--- src/psim_pkg.sv ---
`timescale 1ns / 1ps
`default_nettype none

package psim_pkg;

  localparam int unsigned COORD_BITS = 12;
  localparam int unsigned ADDR_BITS  = 32;
  localparam int unsigned DATA_BITS  = 32;

  localparam int unsigned CHAN_W  = 10;
  localparam int unsigned OUTC_W  = 13;
  localparam int unsigned PAD_W   = 10;
  localparam int unsigned DREG_W  = 13;
  localparam int unsigned MODE_W  = 2;
  localparam int unsigned CIDX_W  = 3;
  localparam int unsigned CDATA_W = (DATA_BITS > DREG_W) ? DATA_BITS : DREG_W;

  // effective dimension holds 1 .. 2^COORD_BITS
  localparam int unsigned DIM_W = COORD_BITS + 1;
  localparam int unsigned CMP_W = (DIM_W > DREG_W) ? DIM_W : DREG_W;
  // signed width for per-axis arithmetic, covers 2*(n-1) - d and -d
  localparam int unsigned AX_W  = (DIM_W + 3 > OUTC_W + 2) ? DIM_W + 3 : OUTC_W + 2;

  typedef enum logic [MODE_W-1:0] {
    PAD_CONST   = 2'd0,
    PAD_EDGE    = 2'd1,
    PAD_REFLECT = 2'd2
  } pad_mode_e;

  typedef enum logic [CIDX_W-1:0] {
    CFG_PAD_MODE   = 3'd0,
    CFG_PAD_LEFT   = 3'd1,
    CFG_PAD_TOP    = 3'd2,
    CFG_PAD_FRONT  = 3'd3,
    CFG_IN_WIDTH   = 3'd4,
    CFG_IN_HEIGHT  = 3'd5,
    CFG_IN_DEPTH   = 3'd6,
    CFG_FILL_VALUE = 3'd7
  } cfg_reg_e;

  typedef struct packed {
    logic                  fill;
    logic                  bad;
    logic [COORD_BITS-1:0] coord;
  } axis_res_t;

  typedef struct packed {
    logic                  fill;
    logic                  bad;
    logic [COORD_BITS-1:0] sx;
    logic [COORD_BITS-1:0] sy;
    logic [COORD_BITS-1:0] sz;
  } side_t;

  // zero reads as one, anything above 2^COORD_BITS saturates
  function automatic logic [DIM_W-1:0] eff_dim(input logic [DREG_W-1:0] r);
    logic [CMP_W-1:0] rx;
    logic [CMP_W-1:0] cap;
    rx  = CMP_W'(r);
    cap = CMP_W'(1) << COORD_BITS;
    if (rx == '0) begin
      return DIM_W'(1);
    end else if (rx > cap) begin
      return DIM_W'(cap);
    end
    return DIM_W'(rx);
  endfunction

endpackage

`default_nettype wire

--- src/pad_source_index_map_core.sv ---
`timescale 1ns / 1ps
`default_nettype none

// Channel   Handshake                  Payload
// request   start_i / busy_o           chan_i, out_z_i, out_y_i, out_x_i
// result    valid_o (one-cycle strobe) src_x_o, src_y_o, src_z_o, src_address_o,
//                                      use_fill_o, fill_out_o, out_of_range_o
// config    cfg_valid_i / cfg_ready_o  cfg_index_i, cfg_data_i
//
// One request per cycle; busy_o stays low. Each request flows through a pipeline:
// one stage maps the three axes, then three stages each do one
// multiply-add of the linear address. Reset clears the stage valid bits and
// loads the register defaults. The result side cannot stall, so nothing is held.

module pad_source_index_map_core (
  input  wire logic                                clk_i,
  input  wire logic                                rst_ni,
  input  wire logic                                start_i,
  output logic                                     busy_o,
  input  wire logic [psim_pkg::CHAN_W-1:0]         chan_i,
  input  wire logic [psim_pkg::OUTC_W-1:0]         out_z_i,
  input  wire logic [psim_pkg::OUTC_W-1:0]         out_y_i,
  input  wire logic [psim_pkg::OUTC_W-1:0]         out_x_i,
  output logic                                     valid_o,
  output logic [psim_pkg::COORD_BITS-1:0]          src_x_o,
  output logic [psim_pkg::COORD_BITS-1:0]          src_y_o,
  output logic [psim_pkg::COORD_BITS-1:0]          src_z_o,
  output logic [psim_pkg::ADDR_BITS-1:0]           src_address_o,
  output logic                                     use_fill_o,
  output logic [psim_pkg::DATA_BITS-1:0]           fill_out_o,
  output logic                                     out_of_range_o,
  input  wire logic                                cfg_valid_i,
  output logic                                     cfg_ready_o,
  input  wire logic [psim_pkg::CIDX_W-1:0]         cfg_index_i,
  input  wire logic [psim_pkg::CDATA_W-1:0]        cfg_data_i
);

  logic [psim_pkg::MODE_W-1:0]    pad_mode_q;
  logic [psim_pkg::PAD_W-1:0]     pad_left_q, pad_top_q, pad_front_q;
  logic [psim_pkg::DREG_W-1:0]    in_width_q, in_height_q, in_depth_q;
  logic [psim_pkg::DATA_BITS-1:0] fill_value_q;

  logic [psim_pkg::DIM_W-1:0] dim_w, dim_h, dim_d;
  psim_pkg::axis_res_t        res_x, res_y, res_z;
  psim_pkg::side_t            s1_side_d, s1_side_q, out_side;
  logic                       s1_valid_q;
  logic [psim_pkg::CHAN_W-1:0] s1_chan_q;
  logic                       req_accept;

  assign busy_o      = 1'b0;
  assign cfg_ready_o = 1'b1;
  assign req_accept  = start_i && !busy_o;

  always_ff @(posedge clk_i or negedge rst_ni) begin
    if (!rst_ni) begin
      pad_mode_q   <= psim_pkg::PAD_CONST;
      pad_left_q   <= '0;
      pad_top_q    <= '0;
      pad_front_q  <= '0;
      in_width_q   <= psim_pkg::DREG_W'(1);
      in_height_q  <= psim_pkg::DREG_W'(1);
      in_depth_q   <= psim_pkg::DREG_W'(1);
      fill_value_q <= '0;
    end else if (cfg_valid_i && cfg_ready_o) begin
      unique case (psim_pkg::cfg_reg_e'(cfg_index_i))
        psim_pkg::CFG_PAD_MODE:   pad_mode_q   <= cfg_data_i[psim_pkg::MODE_W-1:0];
        psim_pkg::CFG_PAD_LEFT:   pad_left_q   <= cfg_data_i[psim_pkg::PAD_W-1:0];
        psim_pkg::CFG_PAD_TOP:    pad_top_q    <= cfg_data_i[psim_pkg::PAD_W-1:0];
        psim_pkg::CFG_PAD_FRONT:  pad_front_q  <= cfg_data_i[psim_pkg::PAD_W-1:0];
        psim_pkg::CFG_IN_WIDTH:   in_width_q   <= cfg_data_i[psim_pkg::DREG_W-1:0];
        psim_pkg::CFG_IN_HEIGHT:  in_height_q  <= cfg_data_i[psim_pkg::DREG_W-1:0];
        psim_pkg::CFG_IN_DEPTH:   in_depth_q   <= cfg_data_i[psim_pkg::DREG_W-1:0];
        psim_pkg::CFG_FILL_VALUE: fill_value_q <= cfg_data_i[psim_pkg::DATA_BITS-1:0];
      endcase
    end
  end

  assign dim_w = psim_pkg::eff_dim(in_width_q);
  assign dim_h = psim_pkg::eff_dim(in_height_q);
  assign dim_d = psim_pkg::eff_dim(in_depth_q);

  psim_axis_map u_map_x (
    .mode_i (pad_mode_q),
    .outc_i (out_x_i),
    .pad_i  (pad_left_q),
    .dim_i  (dim_w),
    .res_o  (res_x)
  );

  psim_axis_map u_map_y (
    .mode_i (pad_mode_q),
    .outc_i (out_y_i),
    .pad_i  (pad_top_q),
    .dim_i  (dim_h),
    .res_o  (res_y)
  );

  psim_axis_map u_map_z (
    .mode_i (pad_mode_q),
    .outc_i (out_z_i),
    .pad_i  (pad_front_q),
    .dim_i  (dim_d),
    .res_o  (res_z)
  );

  always_comb begin
    s1_side_d.fill = res_x.fill || res_y.fill || res_z.fill;
    s1_side_d.bad  = res_x.bad || res_y.bad || res_z.bad;
    s1_side_d.sx   = res_x.coord;
    s1_side_d.sy   = res_y.coord;
    s1_side_d.sz   = res_z.coord;
    // drop all coordinates once any axis misses the source
    if (s1_side_d.fill || s1_side_d.bad) begin
      s1_side_d.sx = '0;
      s1_side_d.sy = '0;
      s1_side_d.sz = '0;
    end
  end

  always_ff @(posedge clk_i or negedge rst_ni) begin
    if (!rst_ni) begin
      s1_valid_q <= 1'b0;
    end else begin
      s1_valid_q <= req_accept;
    end
  end

  always_ff @(posedge clk_i) begin
    s1_chan_q <= chan_i;
    s1_side_q <= s1_side_d;
  end

  psim_addr_pipe u_addr (
    .clk_i    (clk_i),
    .rst_ni   (rst_ni),
    .valid_i  (s1_valid_q),
    .chan_i   (s1_chan_q),
    .side_i   (s1_side_q),
    .width_i  (dim_w),
    .height_i (dim_h),
    .depth_i  (dim_d),
    .valid_o  (valid_o),
    .addr_o   (src_address_o),
    .side_o   (out_side)
  );

  assign src_x_o        = out_side.sx;
  assign src_y_o        = out_side.sy;
  assign src_z_o        = out_side.sz;
  assign use_fill_o     = out_side.fill;
  assign out_of_range_o = out_side.bad;
  assign fill_out_o     = out_side.fill ? fill_value_q : '0;

`ifndef SYNTH
  a_latency: assert property (@(posedge clk_i) disable iff (!rst_ni)
    req_accept |-> ##4 valid_o)
    else $error("request did not produce a result after four cycles");

  a_no_spurious: assert property (@(posedge clk_i) disable iff (!rst_ni)
    valid_o |-> $past(req_accept, 4))
    else $error("result without a matching request");

  a_flags_excl: assert property (@(posedge clk_i) disable iff (!rst_ni)
    valid_o |-> !(use_fill_o && out_of_range_o))
    else $error("fill and out-of-range set together");

  a_miss_zero: assert property (@(posedge clk_i) disable iff (!rst_ni)
    valid_o && (use_fill_o || out_of_range_o) |->
      src_address_o == '0 && src_x_o == '0 && src_y_o == '0 && src_z_o == '0)
    else $error("missed element carries a nonzero address");

  a_bad_no_fill: assert property (@(posedge clk_i) disable iff (!rst_ni)
    valid_o && out_of_range_o |-> fill_out_o == '0)
    else $error("out-of-range element carries fill data");
`endif

endmodule

`default_nettype wire

--- src/psim_axis_map.sv ---
`timescale 1ns / 1ps
`default_nettype none

module psim_axis_map (
  input  wire logic [psim_pkg::MODE_W-1:0] mode_i,
  input  wire logic [psim_pkg::OUTC_W-1:0] outc_i,
  input  wire logic [psim_pkg::PAD_W-1:0]  pad_i,
  input  wire logic [psim_pkg::DIM_W-1:0]  dim_i,
  output psim_pkg::axis_res_t              res_o
);

  localparam int unsigned AW = psim_pkg::AX_W;

  logic signed [AW-1:0] d;
  logic signed [AW-1:0] n;
  logic signed [AW-1:0] nm1;
  logic signed [AW-1:0] s;
  logic signed [AW-1:0] r;
  logic                 below;
  logic                 above;

  always_comb begin
    d     = $signed(AW'(outc_i)) - $signed(AW'(pad_i));
    n     = $signed(AW'(dim_i));
    nm1   = n - $signed(AW'(1));
    below = d < $signed(AW'(0));
    above = d >= n;
    s     = d;
    r     = d;
    res_o = '0;
    unique case (mode_i)
      psim_pkg::PAD_EDGE: begin
        if (below) begin
          s = '0;
        end else if (above) begin
          s = nm1;
        end
        res_o.coord = s[psim_pkg::COORD_BITS-1:0];
      end
      psim_pkg::PAD_REFLECT: begin
        // mirror about the edge element, edge itself not repeated
        if (below) begin
          r = -d;
        end else if (above) begin
          r = (nm1 <<< 1) - d;
        end
        if (r < $signed(AW'(0)) || r >= n) begin
          res_o.bad = 1'b1;
        end else begin
          res_o.coord = r[psim_pkg::COORD_BITS-1:0];
        end
      end
      default: begin
        // constant fill, also for the unused mode code
        if (below || above) begin
          res_o.fill = 1'b1;
        end else begin
          res_o.coord = d[psim_pkg::COORD_BITS-1:0];
        end
      end
    endcase
  end

endmodule

`default_nettype wire

--- src/psim_addr_pipe.sv ---
`timescale 1ns / 1ps
`default_nettype none

module psim_addr_pipe (
  input  wire logic                            clk_i,
  input  wire logic                            rst_ni,
  input  wire logic                            valid_i,
  input  wire logic [psim_pkg::CHAN_W-1:0]     chan_i,
  input  wire psim_pkg::side_t                 side_i,
  input  wire logic [psim_pkg::DIM_W-1:0]      width_i,
  input  wire logic [psim_pkg::DIM_W-1:0]      height_i,
  input  wire logic [psim_pkg::DIM_W-1:0]      depth_i,
  output logic                                 valid_o,
  output logic [psim_pkg::ADDR_BITS-1:0]       addr_o,
  output psim_pkg::side_t                      side_o
);

  localparam int unsigned AB = psim_pkg::ADDR_BITS;

  logic            a_valid_q, b_valid_q, c_valid_q;
  logic [AB-1:0]   a_acc_q, b_acc_q, c_acc_q;
  logic [AB-1:0]   a_acc_d, b_acc_d, c_acc_d;
  psim_pkg::side_t a_side_q, b_side_q, c_side_q;

  // one multiply-add per stage, all modulo 2^ADDR_BITS
  always_comb begin
    a_acc_d = AB'(chan_i) * AB'(depth_i) + AB'(side_i.sz);
    b_acc_d = a_acc_q * AB'(height_i) + AB'(a_side_q.sy);
    c_acc_d = b_acc_q * AB'(width_i) + AB'(b_side_q.sx);
    if (b_side_q.fill || b_side_q.bad) begin
      c_acc_d = '0;
    end
  end

  always_ff @(posedge clk_i or negedge rst_ni) begin
    if (!rst_ni) begin
      a_valid_q <= 1'b0;
      b_valid_q <= 1'b0;
      c_valid_q <= 1'b0;
    end else begin
      a_valid_q <= valid_i;
      b_valid_q <= a_valid_q;
      c_valid_q <= b_valid_q;
    end
  end

  always_ff @(posedge clk_i) begin
    a_acc_q  <= a_acc_d;
    a_side_q <= side_i;
    b_acc_q  <= b_acc_d;
    b_side_q <= a_side_q;
    c_acc_q  <= c_acc_d;
    c_side_q <= b_side_q;
  end

  assign valid_o = c_valid_q;
  assign addr_o  = c_acc_q;
  assign side_o  = c_side_q;

endmodule

`default_nettype wire

--- config.mk ---
export PLATFORM = sky130hd
export DESIGN_NAME = pad_source_index_map_core
export DESIGN_NICKNAME = d
export VERILOG_FILES = /design/src/psim_pkg.sv /design/src/pad_source_index_map_core.sv /design/src/psim_axis_map.sv /design/src/psim_addr_pipe.sv
export SDC_FILE = /design/constraint.sdc
export NUM_CORES = 2
export LEC_CHECK = 0
export BUFFER_PORTS_ARGS = -buffer_cell sky130_fd_sc_hd__buf_2
export CAP_MARGIN = 20
export CORE_MARGIN = 2
export CORE_UTILIZATION = 55
export DETAILED_ROUTE_END_ITERATION = 6
export GPL_TIMING_DRIVEN = 0
export MAX_ROUTING_LAYER = met4
export PLACE_DENSITY_LB_ADDON = 0.25
export SLEW_MARGIN = 20
export SYNTH_ARGS = -nofsm -noshare
export SYNTH_HDL_FRONTEND = slang
export SYNTH_SLANG_ARGS = --single-unit
--- constraint.sdc ---
create_clock -name clk_i -period 13.9 [get_ports clk_i]
set_input_delay 2.085 -clock clk_i [delete_from_list [all_inputs] [get_ports clk_i]]
set_output_delay 2.085 -clock clk_i [all_outputs]
set_load 0.01 [all_outputs]
==> flow_summary_export.csv <==
group,metric,value,unit
timing,period_minus_slack,9720,ps
clocking,cts_setup_buffers,0,
drt,avgRoutedWirePerCell,18.5,um
drt,wirelength,112000,um
synth,ys_seq_area_share,18.1,%
timing,skew,14.7,ps
clocking,clkTransAtPathRegs,60,ps
synth,synth_ff_type,"dfxtp_1",
clocking,cts_htree_levels,2,
critical_path,cp_top_family,"compound AO/OA/AOI/OAI gates",
synth,yosysMostFrequentCell,"inv_1",
drt,vias,33000,
synth,ys_top_cells_by_count,"inv_1, nand2_1, fa_1",
flow_run,max_cap_violations,0,
synth,yosysTopAreaCellShare,28.9,%
floorplanning,die_w,282,um
grt,overflow,0,
min_path,min_path_type,"reg -> reg",
clocking,cts_resized,0,
floorplanning,row_count,101,
timing,fin_crit_sh,70.0,%
synth,yosys.area.top_type,"fa_1",
run_status,status,"finished clean",
clocking,cts_sinks,357,
floorplanning,initial_core_util,55.7,%
critical_path,cp-end-kind,"flip-flop",
timing,fmax,103,MHz
drt,via_per_inst,5.45,
grt,grt_pass1_vias,33700,
floorplanning,core_area,76100,um2
timing,tightest_slew,1040,ps
timing,rsz0062_at_grt,"false",
critical_path,slowest_delay,560,ps
clocking,clkLatencyLatePin,600,ps
critical_path,cp.required,14360,ps
synth,avgSynthCellArea,8.93,um2
final_layout,final_nets,6083,
drt,first_pass_iters,6,
timing,relSlewSlack,30.7,%
placed_design,io_buffers,188,
placed_design,post_dp_cell_area,44700,um2
clocking,cts_buffers,44,
drt,route.detailed.drc,0,
synth,yosysWarnings,0,
grt,antenna_found_initial,3,
synth,syn_inst,4750,
synth,synth_enable_flop_cells,0,
drt,drtAntennaViolNets,0,
critical_path,worstPathMaxFanout,10,
critical_path,path_buf_inv,5,
critical_path,crit_slowest_cell,"a2111oi_0",
placed_design,gp_congestion,1.01,
placed_design,dp_hpwl,92600,um
floorplanning,design.die.area,79300,um2
timing,setup_viol,0,
timing,finalHoldViolCount,0,
clocking,root_buffer,"clkbuf_16",
clocking,ctsHoldBuffers,0,
synth,synthArstFlopShare,30.0,%
grt,grt_max_degree,66,
final_layout,drive_gt1_share,8.58,%
grt,grt_pass1_wl,181000,um
floorplanning,die_h,282,um
critical_path,start_kind,"input port",
drt,drtIter0Drc,2257,
critical_path,critPathKind,"in -> reg",
synth,ys_types,92,
final_layout,final_cell_area,46300,um2
grt,grtUsageTotal,30.1,%
synth,ys_ff_latch,357,
final_layout,syn_to_final_growth,9.14,%
critical_path,worstPathArrival,10180,ps
timing,tns,0,ps
floorplanning,io_pins,193,
synth,yosys-top-cells-area,"fa_1, dfxtp_1, ha_1",
clocking,cts.path.max_buffers,3,
synth,synthesis.area,42400,um2
timing,slew_violations,0,
clocking,cts_tree,"yes",
[flip-flops by register name, summed over array words and instances (netlist names), 13 cells and up]
signal           flops
u_addr.b_side_q     38
fill_value_q        32
s1_side_q           38
in_height_q         13
in_depth_q          13
u_addr.side_o       38
u_addr.b_acc_q      32
u_addr.addr_o       32
u_addr.a_side_q     38
in_width_q          13
u_addr.a_acc_q      24
[worst paths after layout]
check | slack [ps] | endpoint | from | cells after the start
setup reg to reg | 5460 | s1_side_q[31] | pad_left_q[0] | 31
hold / removal | 310 | u_addr.a_side_q[20] | s1_side_q[20] | 0
max in group asynchronous | 11780 | in_height_q[0] | rst_ni | 2
min in group asynchronous | 1410 | pad_top_q[7] | rst_ni | 1
hold reg to reg | 310 | u_addr.a_side_q[20] | s1_side_q[20] | 0
setup / recovery | 4180 | s1_side_q[31] | out_x_i[0] | 33
[metrics by stage]
step / utilization [%] / worst slack (ps) / hold slack (ps) / instances
5_1_grt: 60.8 / 3530 / 321 / 6055
6_report: 60.8 / 4180 / 313 / 6055
3_5_place_dp: 58.7 / 3730 / 312 / 5972
4_1_cts: 60.8 / 4310 / 299 / 6054
2_1_floorplan: - / 5720 / 310 / 4753
3_3_place_gp: 58.7 / 3730 / 310 / 5971
[metal layers]
layer	vias up	routed length (um)	GRT usage [%]
li1	15500	-	-
met1	16100	48300	39.4
met2	1178	52600	48.9
met3	232	7280	3.18
met4	0	4070	10.1
met5	-	0	-
[cell usage in the layout, fill, tap and decap left out, types with 16 or more instances in the layout]
cell	count
o21ai_0	137
nand3_1	39
dfxtp_1	250
fa_1	612
buf_2	193
mux2_2	82
a211oi_1	38
or3_1	17
o211ai_1	18
and2_1	207
nor2b_1	50
nor2_1	200
clkbuf_1	183
inv_1	833
xor2_1	48
a21o_1	65
nor4_1	16
ha_1	395
and3_1	22
a21oi_1	166
dfrtp_1	104
nand2b_1	17
xnor2_1	134
nor3_1	51
clkbuf_16	46
a31oi_1	23
o21a_1	54
nand2_1	740
[final cells by class]
type / instances / area, um2
antenna: 1 / 2.50
buffer: 202 / 818
clock buffer: 54 / 1220
clock inverter: 28 / 357
fill: 6704 / 29800
inverter: 836 / 3140
multi-input combinational: 3358 / 30800
sequential: 357 / 7690
tap: 1030 / 1290
timing repair buffer: 189 / 975
[logic make-up (layout without fill, tap and decap cells)]
kind of cell	after synthesis	in the layout	share of synthesized area, %
flops	357	357	18.1
simple gates	1417	1417	15.3
other cells	2	6	0.0177
xor+xnor	182	182	3.76
compound gates	656	656	10.5
buf+inv	1038	1309	9.33
fa+ha+maj	1007	1007	40.6
mux	91	91	2.39
Power is not shown: default switching activity piles up to over one toggle a cycle in this logic, so the estimate is an artifact.
